$ cat config.mk
export PLATFORM = sky130hd
export DESIGN_NAME = trace_ring_drain_pairer_top
export DESIGN_NICKNAME = d
export VERILOG_FILES = /design/src/sv/trdp_pkg.sv /design/src/sv/trdp_pend_table.sv /design/src/sv/trace_ring_drain_pairer_top.sv
export VERILOG_INCLUDE_DIRS = /design/src /design/src/sv
export SDC_FILE = /design/constraint.sdc
export NUM_CORES = 2
export LEC_CHECK = 0
export BUFFER_PORTS_ARGS = -buffer_cell sky130_fd_sc_hd__buf_4
export CORE_MARGIN = 10
export CORE_UTILIZATION = 55
export CTS_CLUSTER_SIZE = 8
export DETAILED_ROUTE_END_ITERATION = 8
export PLACE_DENSITY = 0.77
export SYNTH_ARGS = -nofsm -noshare
export SYNTH_HDL_FRONTEND = slang
export SYNTH_SLANG_ARGS = --single-unit
export TNS_END_PERCENT = 1
$ cat constraint.sdc
create_clock -name aclk -period 22.7 [get_ports aclk]
set_input_delay 6.81 -clock aclk [delete_from_list [all_inputs] [get_ports aclk]]
set_output_delay 6.81 -clock aclk [all_outputs]
set_load 0.03 [all_outputs]
$ cat src/sv/assert_macros.svh
// ----------------------------------------------------------------------------
// assert_macros.svh
// Assertion shorthands clocked on aclk and held off while aresetn is low.
// ----------------------------------------------------------------------------
`ifndef ASSERT_MACROS_SVH
`define ASSERT_MACROS_SVH

// Same-cycle implication
`define TRDP_ASSERT_NOW(label, ante, cons, msg) \
    label: assert property (@(posedge aclk) disable iff (!aresetn) \
        (ante) |-> (cons)) else $error(msg);

// Next-cycle implication
`define TRDP_ASSERT_NEXT(label, ante, cons, msg) \
    label: assert property (@(posedge aclk) disable iff (!aresetn) \
        (ante) |=> (cons)) else $error(msg);

`endif

$ cat src/sv/trdp_pkg.sv
// ----------------------------------------------------------------------------
// trdp_pkg
// Shared widths, codes, table request/response types and ring size helper.
// ----------------------------------------------------------------------------
package trdp_pkg;

    localparam int PEND_DEPTH = 32;
    localparam int RING_MAX   = 65536;
    localparam int RING_W     = 17;
    localparam int SLOT_W     = 16;
    localparam int CNT_W      = 32;
    localparam int IDX_W      = 32;
    localparam int TIME_W     = 64;
    localparam int LOST_W     = 37;
    localparam int TAG_W      = 32;
    localparam int KIND_W     = 2;

    localparam int CFG_IDX_W  = 1;
    localparam int CFG_DATA_W = 32;

    // Stream payload widths, padded to whole bytes
    localparam int S_FIELDS_W = CNT_W + IDX_W + TIME_W + 1;
    localparam int S_TDATA_W  = ((S_FIELDS_W + 7) / 8) * 8;
    localparam int S_TUSER_W  = 1 + KIND_W;
    localparam int M_FIELDS_W = TAG_W + IDX_W + 2 * TIME_W + LOST_W + SLOT_W + RING_W + 1;
    localparam int M_TDATA_W  = ((M_FIELDS_W + 7) / 8) * 8;
    localparam int M_TUSER_W  = 2;

    typedef enum logic [1:0] {
        EV_NONE    = 2'd0,
        EV_OVERRUN = 2'd1,
        EV_PAIR    = 2'd2,
        EV_DROP    = 2'd3
    } event_t;

    typedef enum logic {
        CMD_COUNT  = 1'b0,
        CMD_RECORD = 1'b1
    } cmd_t;

    localparam logic [KIND_W-1:0] KIND_START = 2'd0;
    localparam logic [KIND_W-1:0] KIND_END   = 2'd1;

    localparam logic [CFG_IDX_W-1:0] REG_RING_RECORDS = 1'd0;
    localparam logic [CFG_IDX_W-1:0] REG_QUEUE_TAG    = 1'd1;

    typedef enum logic [1:0] {
        PT_NONE  = 2'd0,
        PT_CLEAR = 2'd1,
        PT_START = 2'd2,
        PT_END   = 2'd3
    } pt_op_t;

    typedef struct packed {
        logic              fire;
        pt_op_t            op;
        logic [IDX_W-1:0]  idx;
        logic [TIME_W-1:0] stamp;
    } pt_req_t;

    typedef struct packed {
        logic              hit;
        logic              full;
        logic [TIME_W-1:0] hit_time;
    } pt_resp_t;

    // Clamp the slot count to 1..RING_MAX, then round down to a power of two
    function automatic logic [RING_W-1:0] ring_size_f(input logic [RING_W-1:0] n);
        logic [RING_W-1:0] c;
        logic [RING_W-1:0] p;
        if (n == '0) begin
            c = RING_W'(1);
        end else if (n > RING_W'(RING_MAX)) begin
            c = RING_W'(RING_MAX);
        end else begin
            c = n;
        end
        p = '0;
        for (int i = 0; i < RING_W; i++) begin
            if (c[i]) begin
                p = RING_W'(1) << i;
            end
        end
        return p;
    endfunction

endpackage

$ cat src/sv/trdp_pend_table.sv
// ----------------------------------------------------------------------------
// trdp_pend_table
// Small CAM of pending start records: parallel index match, lowest-hit and
// lowest-free pick, one update per beat.
// ----------------------------------------------------------------------------
module trdp_pend_table
    import trdp_pkg::*;
(
    input  logic     aclk,
    input  logic     aresetn,
    input  pt_req_t  req,
    output pt_resp_t resp
);

    logic [PEND_DEPTH-1:0] valid_reg;
    logic [PEND_DEPTH-1:0] valid_next;
    logic [IDX_W-1:0]      index_reg [PEND_DEPTH];
    logic [TIME_W-1:0]     time_reg  [PEND_DEPTH];

    logic [PEND_DEPTH-1:0] match;
    logic [PEND_DEPTH-1:0] hit_oh;
    logic [PEND_DEPTH-1:0] free_oh;
    logic [PEND_DEPTH-1:0] index_we;
    logic [PEND_DEPTH-1:0] time_we;
    logic [TIME_W-1:0]     hit_time;

    // Compare the key against every live entry
    always_comb begin
        for (int i = 0; i < PEND_DEPTH; i++) begin
            match[i] = valid_reg[i] && (index_reg[i] == req.idx);
        end
    end

    // Lowest matching entry and lowest free entry (free is zero when full)
    assign hit_oh  = match & (~match + PEND_DEPTH'(1));
    assign free_oh = ~valid_reg & (valid_reg + PEND_DEPTH'(1));

    // Select the stored start time of the hit
    always_comb begin
        hit_time = '0;
        for (int i = 0; i < PEND_DEPTH; i++) begin
            hit_time = hit_time | (time_reg[i] & {TIME_W{hit_oh[i]}});
        end
    end

    assign resp.hit      = |match;
    assign resp.full     = &valid_reg;
    assign resp.hit_time = hit_time;

    // Work out the update for this beat
    always_comb begin
        valid_next = valid_reg;
        index_we   = '0;
        time_we    = '0;
        if (req.fire) begin
            unique case (req.op)
                PT_CLEAR: begin
                    valid_next = '0;
                end
                PT_START: begin
                    if (|match) begin
                        time_we = hit_oh;
                    end else begin
                        index_we   = free_oh;
                        time_we    = free_oh;
                        valid_next = valid_reg | free_oh;
                    end
                end
                PT_END: begin
                    valid_next = valid_reg & ~hit_oh;
                end
                default: begin
                    valid_next = valid_reg;
                end
            endcase
        end
    end

    always_ff @(posedge aclk) begin
        if (!aresetn) begin
            valid_reg <= '0;
        end else begin
            valid_reg <= valid_next;
        end
    end

    // Entry payload, written in place
    always_ff @(posedge aclk) begin
        for (int i = 0; i < PEND_DEPTH; i++) begin
            if (index_we[i]) begin
                index_reg[i] <= req.idx;
            end
            if (time_we[i]) begin
                time_reg[i] <= req.stamp;
            end
        end
    end

endmodule

$ cat src/sv/trace_ring_drain_pairer_top.sv
// ----------------------------------------------------------------------------
// trace_ring_drain_pairer_top
// Drains a trace-record ring: extends producer counts against the read
// cursor, reports overruns, and pairs start/end records into results.
// ----------------------------------------------------------------------------
//  channel   | direction | handshake           | payload
//  s_*       | in        | s_tvalid / s_tready | tuser: cmd, kind; tdata: record
//  m_*       | out       | m_tvalid / m_tready | tuser: event; tdata: result
//  cfg_*     | in        | cfg_valid/cfg_ready | cfg_index, cfg_data
//
//  One beat per cycle while the result is not stalled; a beat passes the input register, then the result register.
//  Each beat is worked combinationally from the input register (cursor
//  update plus a 32-entry CAM match) into the result register.
//  Reset clears cursors and the pending table at once; no clearing pass.
//  A stalled result holds the result register; the input register still
//  takes one more beat before s_tready drops.
// ----------------------------------------------------------------------------
`include "assert_macros.svh"

module trace_ring_drain_pairer_top
    import trdp_pkg::*;
(
    input  logic                  aclk,
    input  logic                  aresetn,

    input  logic                  s_tvalid,
    output logic                  s_tready,
    // [31:0] producer_count, [63:32] record_index, [127:64] record_time,
    // [128] final_pass, rest zero
    input  logic [S_TDATA_W-1:0]  s_tdata,
    // [0] cmd, [2:1] record_kind
    input  logic [S_TUSER_W-1:0]  s_tuser,

    output logic                  m_tvalid,
    input  logic                  m_tready,
    // [31:0] tag_out, [63:32] pair_index, [127:64] start_time,
    // [191:128] end_time, [228:192] lost_bytes, [244:229] next_slot,
    // [261:245] records_waiting, [262] forced, rest zero
    output logic [M_TDATA_W-1:0]  m_tdata,
    // [1:0] event_kind
    output logic [M_TUSER_W-1:0]  m_tuser,

    input  logic                  cfg_valid,
    output logic                  cfg_ready,
    input  logic [CFG_IDX_W-1:0]  cfg_index,
    input  logic [CFG_DATA_W-1:0] cfg_data
);

    // Configuration and cursor state
    logic [RING_W-1:0]    size_reg;
    logic [TAG_W-1:0]     tag_reg;
    logic [CNT_W-1:0]     rc_reg;
    logic [CNT_W-1:0]     rc_next;
    logic [RING_W-1:0]    waiting_reg;
    logic [RING_W-1:0]    waiting_next;

    // Input register
    logic                 in_valid_reg;
    logic [S_TDATA_W-1:0] in_data_reg;
    logic [S_TUSER_W-1:0] in_user_reg;

    // Result register
    logic                 m_valid_reg;
    logic [M_TDATA_W-1:0] m_data_reg;
    event_t               m_user_reg;

    logic                 consume;
    cmd_t                 cmd;
    logic [CNT_W-1:0]     count;
    logic [KIND_W-1:0]    kind;
    logic [IDX_W-1:0]     idx;
    logic [TIME_W-1:0]    stamp;
    logic                 fin;

    logic [CNT_W-1:0]     avail;
    logic                 overrun;
    logic [RING_W-1:0]    size_m1;

    event_t               ev;
    logic [IDX_W-1:0]     pidx;
    logic [TIME_W-1:0]    st;
    logic [TIME_W-1:0]    et;
    logic [LOST_W-1:0]    lost;
    logic                 forced;
    logic [SLOT_W-1:0]    next_slot;

    pt_req_t              pt_req;
    pt_resp_t             pt_resp;

    // Handshakes
    assign consume   = in_valid_reg && (!m_valid_reg || m_tready);
    assign s_tready  = !in_valid_reg || consume;
    assign cfg_ready = 1'b1;
    assign m_tvalid  = m_valid_reg;
    assign m_tdata   = m_data_reg;
    assign m_tuser   = m_user_reg;

    // Unpack the held beat
    assign cmd   = cmd_t'(in_user_reg[0]);
    assign kind  = in_user_reg[KIND_W:1];
    assign count = in_data_reg[CNT_W-1:0];
    assign idx   = in_data_reg[CNT_W +: IDX_W];
    assign stamp = in_data_reg[CNT_W+IDX_W +: TIME_W];
    assign fin   = in_data_reg[CNT_W+IDX_W+TIME_W];

    // Records between cursor and the extended count
    assign avail   = count - rc_reg;
    assign overrun = avail > CNT_W'(size_reg);
    assign size_m1 = size_reg - RING_W'(1);

    // Cursor update, table request and result fields for one beat
    always_comb begin
        rc_next      = rc_reg;
        waiting_next = waiting_reg;
        ev           = EV_NONE;
        pidx         = '0;
        st           = '0;
        et           = '0;
        lost         = '0;
        forced       = 1'b0;
        pt_req.fire  = consume;
        pt_req.op    = PT_NONE;
        pt_req.idx   = idx;
        pt_req.stamp = stamp;
        if (cmd == CMD_COUNT) begin
            if (overrun) begin
                rc_next      = rc_reg + (avail - CNT_W'(size_reg));
                waiting_next = size_reg;
                ev           = EV_OVERRUN;
                lost         = LOST_W'({avail, 4'b0000});
                pt_req.op    = PT_CLEAR;
            end else begin
                waiting_next = avail[RING_W-1:0];
            end
        end else if (waiting_reg != '0) begin
            rc_next      = rc_reg + CNT_W'(1);
            waiting_next = waiting_reg - RING_W'(1);
            case (kind)
                KIND_START: begin
                    pt_req.op = PT_START;
                    if (!pt_resp.hit && pt_resp.full) begin
                        ev = EV_DROP;
                    end
                end
                KIND_END: begin
                    pt_req.op = PT_END;
                    if (pt_resp.hit) begin
                        ev     = EV_PAIR;
                        pidx   = idx;
                        st     = pt_resp.hit_time;
                        et     = stamp;
                        forced = fin;
                    end
                end
                default: begin
                    pt_req.op = PT_NONE;
                end
            endcase
        end
    end

    assign next_slot = rc_next[SLOT_W-1:0] & size_m1[SLOT_W-1:0];

    trdp_pend_table u_pend_table (
        .aclk    (aclk),
        .aresetn (aresetn),
        .req     (pt_req),
        .resp    (pt_resp)
    );

    // Control state: cursors, configuration, beat valids
    always_ff @(posedge aclk) begin
        if (!aresetn) begin
            size_reg     <= RING_W'(RING_MAX);
            tag_reg      <= '0;
            rc_reg       <= '0;
            waiting_reg  <= '0;
            in_valid_reg <= 1'b0;
            m_valid_reg  <= 1'b0;
        end else begin
            if (cfg_valid) begin
                unique case (cfg_index)
                    REG_RING_RECORDS: size_reg <= ring_size_f(cfg_data[RING_W-1:0]);
                    REG_QUEUE_TAG:    tag_reg  <= cfg_data[TAG_W-1:0];
                    default:          tag_reg  <= tag_reg;
                endcase
            end
            if (consume) begin
                rc_reg      <= rc_next;
                waiting_reg <= waiting_next;
            end
            if (s_tvalid && s_tready) begin
                in_valid_reg <= 1'b1;
            end else if (consume) begin
                in_valid_reg <= 1'b0;
            end
            if (consume) begin
                m_valid_reg <= 1'b1;
            end else if (m_tready) begin
                m_valid_reg <= 1'b0;
            end
        end
    end

    // Payload: hold the input beat, load the result beat
    always_ff @(posedge aclk) begin
        if (s_tvalid && s_tready) begin
            in_data_reg <= s_tdata;
            in_user_reg <= s_tuser;
        end
        if (consume) begin
            m_user_reg <= ev;
            m_data_reg <= M_TDATA_W'({forced, waiting_next, next_slot, lost,
                                      et, st, pidx, tag_reg});
        end
    end

    `TRDP_ASSERT_NEXT(a_record_advances, consume && cmd == CMD_RECORD && waiting_reg != '0, rc_reg == $past(rc_reg) + CNT_W'(1), "record beat did not advance the read cursor")
    `TRDP_ASSERT_NOW(a_lost_only_on_overrun, m_tvalid && m_tuser != EV_OVERRUN, m_tdata[192 +: LOST_W] == '0, "bytes lost reported without an overrun")
    `TRDP_ASSERT_NOW(a_waiting_bounded, 1'b1, waiting_reg <= RING_W'(RING_MAX), "waiting count exceeds the largest ring")
    `TRDP_ASSERT_NEXT(a_overrun_fills_ring, consume && cmd == CMD_COUNT && overrun, waiting_reg == size_reg, "overrun did not leave a full ring waiting")

endmodule
==> results.txt <==
----------------------------------------------------
[STA]
  Clock skew ... about 0.059 ns
  Max-slew violation total from the final report ... 0
  Period utilization ... approximately two thirds
  Time the worst path needs with I/O delays and setup ... 14.78 ns
  Endpoints failing hold ... 0
  Maximum clock frequency ... between 60 and 70 MHz
  Count of endpoints failing setup in the final report ... 0
  Tightest slew margin relative to the limit ... between 9 and 10%
  Transition time of the tightest slew-check pin ... 1.36 ns
  Setup TNS ... 0 ns
  Hold_ws ... 0.429 ns
  Unrepaired setup endpoints after global routing ... no

[Power]
  Total Power Consumption ... ~0.017 W
  Cell Pwr Density ... just over 100 nW/µm²
  Net switching power of the design ... 0.00411 W
  Leak Pwr ... 54.4 nW
  Portion of total power attributed to combinational logic ... between 10% and 20%
  Sw frac ... 24.8%
  Reg power frac ... 45.3%
  Peak VDD IR ... approximately 83 µV
  Internal portion of total power ... approximately 0.012 W
  Part of the total power dissipated in the clock network ... a little over two fifths

[Min path]
  Path category of the worst min-delay check ... flip-flop to flip-flop

[Run status]
  Result of the run ... finished, final reports clean

[Drt]
  Highest signal layer in the routed design ... met5
  Post-route antenna net violation count ... 0
  Detailed-route vias per instance ... ~6.7
  Total number of vias ... between 80,000 and 90,000
  Length of routed met2 wiring ... just under 200 mm
  Met3 Routed Length ... 48.7 mm
  Routed length per instance ... 31.5 µm
  DRT Wirelength ... between 400 and 500 mm
  Initial DRC count ... roughly 13,000
  Total DRC errors in the routed layout ... 0
  Routed length on met1 ... approximately 150 mm
  TritonRoute pass-1 iters ... 8

[GRT]
  Wire length of the first global-routing pass ... approximately 590 mm
  Via count of the first global-routing pass ... a little under 90,000
  Largest net degree at the start of global routing ... around 110
  Aggregate global-route resource usage ... 28.5%
  Initial antenna violation count ... 15
  Gr ovfl total ... 0

[Die]
  Height of the die ... ~530 µm
  Effective utilization at floorplan ... roughly 55%
  Core region area ... between 200,000 and 300,000 µm²
  I/O pins ... 446
  Width of the die ... roughly 530 µm
  FP Rows ... around 190
  Area of the die ... 280,000 µm²

[Critical path]
  Largest fanout of any net on the critical path ... 4
  CP peak stage delay ... between 0.5 and 0.6 ns
  Element type at the critical path start ... input port
  Slowest-stage cell, CP ... sky130_fd_sc_hd__nor2b_1
  Type of the worst setup path ... input port to primary output
  Worst endpoint required time ... between 15 and 20 ns
  CP cell instances ... buf_4 -> nor2b_1 -> nand2_1 -> buf_4
  Worst EP arrival ... between 7 and 8 ns
  Cell type with the highest occurrence count on the critical path ... sky130_fd_sc_hd__buf_4
  Nature of the critical path endpoint ... primary output

[Clock network]
  Total setup buffers inserted after CTS ... 0
  Hold-fix buffers at CTS ... 0
  CTS tree ... done
  Num CTS Buffers ... 525
  Insertion delay of the later-clocked pin in the worst-skew pair ... approximately 0.93 ns
  H-tree lvl count ... 6
  Sinks on the clock net ... between 3,000 and 4,000
  Maximum clock path buffer count ... 4
  Clk root buf ... sky130_fd_sc_hd__clkbuf_16
  Number of cells upsized or downsized after cts ... 0
  Clock-pin slew reported for the worst setup and hold paths after clock tree synthesis ... about 0.050 ns

[Place]
  Routability cong. ... approximately 0.92
  Half-perimeter wire length after detailed placement ... roughly 230 mm
  Cell total after placement ... about 12,000
  IO buf count ... 431

[Yosys]
  Sequential fraction of the synthesis area ... between 70% and 80%
  Cell area after technology mapping ... about 140,000 µm²
  Count of flip-flops with a built-in enable after synthesis ... 3,464
  Biggest area contributors in the synthesized netlist ... sky130_fd_sc_hd__edfxtp_1 73%, sky130_fd_sc_hd__xor2_1 3.7%, sky130_fd_sc_hd__xnor2_1 3.0%, sky130_fd_sc_hd__dfxtp_1 1.9%, sky130_fd_sc_hd__nand2_1 1.4%
  Post-Synthesis Mean Instance Area ... 16.0 µm²
  Biggest area consumer among synthesized cells ... sky130_fd_sc_hd__edfxtp_1
  Synth Flop Type ... sky130_fd_sc_hd__edfxtp_1
  Yosys top cell area share ... roughly three quarters
  Flops & latches, synth ... 3,596
  Proportion of register bits with asynchronous set or reset after synthesis ... 0%
  Yosys warns ... 0
  Number of instances in the synthesized netlist ... roughly 9,000
  Post-synth top cells ... 3,464 x sky130_fd_sc_hd__edfxtp_1, 607 x sky130_fd_sc_hd__xor2_1, 550 x sky130_fd_sc_hd__nand2_1, 484 x sky130_fd_sc_hd__xnor2_1, 292 x sky130_fd_sc_hd__clkbuf_1
  Number of distinct standard cells referenced by the synthesized netlist ... 90
  Most frequent cell after synthesis ... sky130_fd_sc_hd__edfxtp_1

[Layout]
  Layout Area Growth over Synthesis ... 15.5%
  Filler cell count in the final layout ... ~17,000
  Total number of nets in the final design ... 9,930
  Ratio of cells with drive above 1 in the final layout ... between 10% and 20%
  Non-filler instance count after layout ... 13,141
  Number of flip-flops in the largest register ... between 2,000 and 2,500

[Flow run]
  Max Cap Viol ... 0

----------------------------------------------------
## power groups by stage
| stage | clock (W) | sequential, W | combinational (W) |
|---|---|---|---|
| 6_report | 0.00691 | 0.00750 | 0.00214 |
| 5_1_grt | 0.00723 | 0.00750 | 0.00233 |
| 4_1_cts | 0.00695 | 0.00750 | 0.00211 |
| 3_5_place_dp | 0 | 0.00762 | 0.00210 |
| 3_3_place_gp | 0 | 0.00761 | 0.00205 |
| 2_1_floorplan | 0 | 0.00768 | 0.00137 |
## cells by family (layout without fill, tap and decap cells)
kind of cell    after synthesis  count (layout)  synth area share [%]
other cells                   2              19               0.00527
buf+inv                     665            1477                  2.10
flops                      3596            3596                  74.9
simple gates               1860            1860                  6.80
fa+ha+maj                   115             115                  1.10
compound gates             1584            1584                  8.31
xor+xnor                   1091            1091                  6.71
mux                          15              15                 0.109
## metrics by stage
| step | setup WS (ns) | cell area [µm²] | util (%) |
|---|---|---|---|
| final | 7.92 | 165000 | 63.9 |
| after global routing | 7.91 | 165000 | 63.9 |
| after CTS | 7.99 | 164000 | 63.9 |
| after detailed placement | 7.99 | 150000 | 58.4 |
| after global placement | 7.97 | 150000 | 58.4 |
| after floorplan | 7.26 | 142000 | - |
## layout make-up
| class | instances | area, µm² | area share, % |
|---|---|---|---|
| well taps | 3384 | 4230 | 2.57 |
| diodes | 12 | 30.0 | 0.0183 |
| clock inverters | 39 | 513 | 0.312 |
| clock buffers | 595 | 13700 | 8.35 |
| multi-input cells | 4672 | 33400 | 20.3 |
| inverters | 165 | 627 | 0.381 |
| flip-flops and latches | 3596 | 107000 | 64.8 |
| repair buffers | 678 | 5300 | 3.22 |
## placed cells by master, fill, tap and decap left out, drive strengths merged, types with 18 or more instances in the layout
cell type	count
nand4	205
ha	97
a22o	128
nor4	211
buf	678
xor2	607
clkbuf	595
nand2	550
o21ai	190
nor2b	25
and2	57
and3	127
a221o	46
clkinv	20
a22oi	222
a2111oi	47
o211ai	81
and4	34
nor3	82
a21o	50
a211oi	20
inv	183
a21boi	50
nor3b	81
nor2	243
a31oi	94
fa	18
nand3	158
a222oi	121
dfxtp	132
edfxtp	3464
xnor2	484
a21oi	246
nand2b	22
a221oi	139
## worst max-delay path, delay by kind of cell
kind	cells	cell delay, ns
AND/OR/NAND/NOR	2	0.81
buffers and inverters	2	0.35
## final timing paths
path | from | end | slack, ns | cells past startpoint
setup reg to reg | in_data_reg[47]$_DFFE_PP_ | u_pend_table.time_reg[3][278]$_DFFE_PP_ | 14.13 | 17
setup / recovery | m_tready | s_tready | 7.92 | 4
hold reg to reg | tag_reg[30]$_SDFFE_PN0P_ | m_tdata[30]$_DFFE_PP_ | 0.43 | 0
hold / removal | tag_reg[30]$_SDFFE_PN0P_ | m_tdata[30]$_DFFE_PP_ | 0.43 | 0
## layer usage
metal | global-route usage (%) | vias to the layer above
met5 | 0 | -
met4 | 14.0 | 6
met3 | 6.68 | 1341
met2 | 46.3 | 6350
met1 | 36.2 | 43633
li1 | - | 36079
No activity file was read; power rests on OpenSTA's default activity.
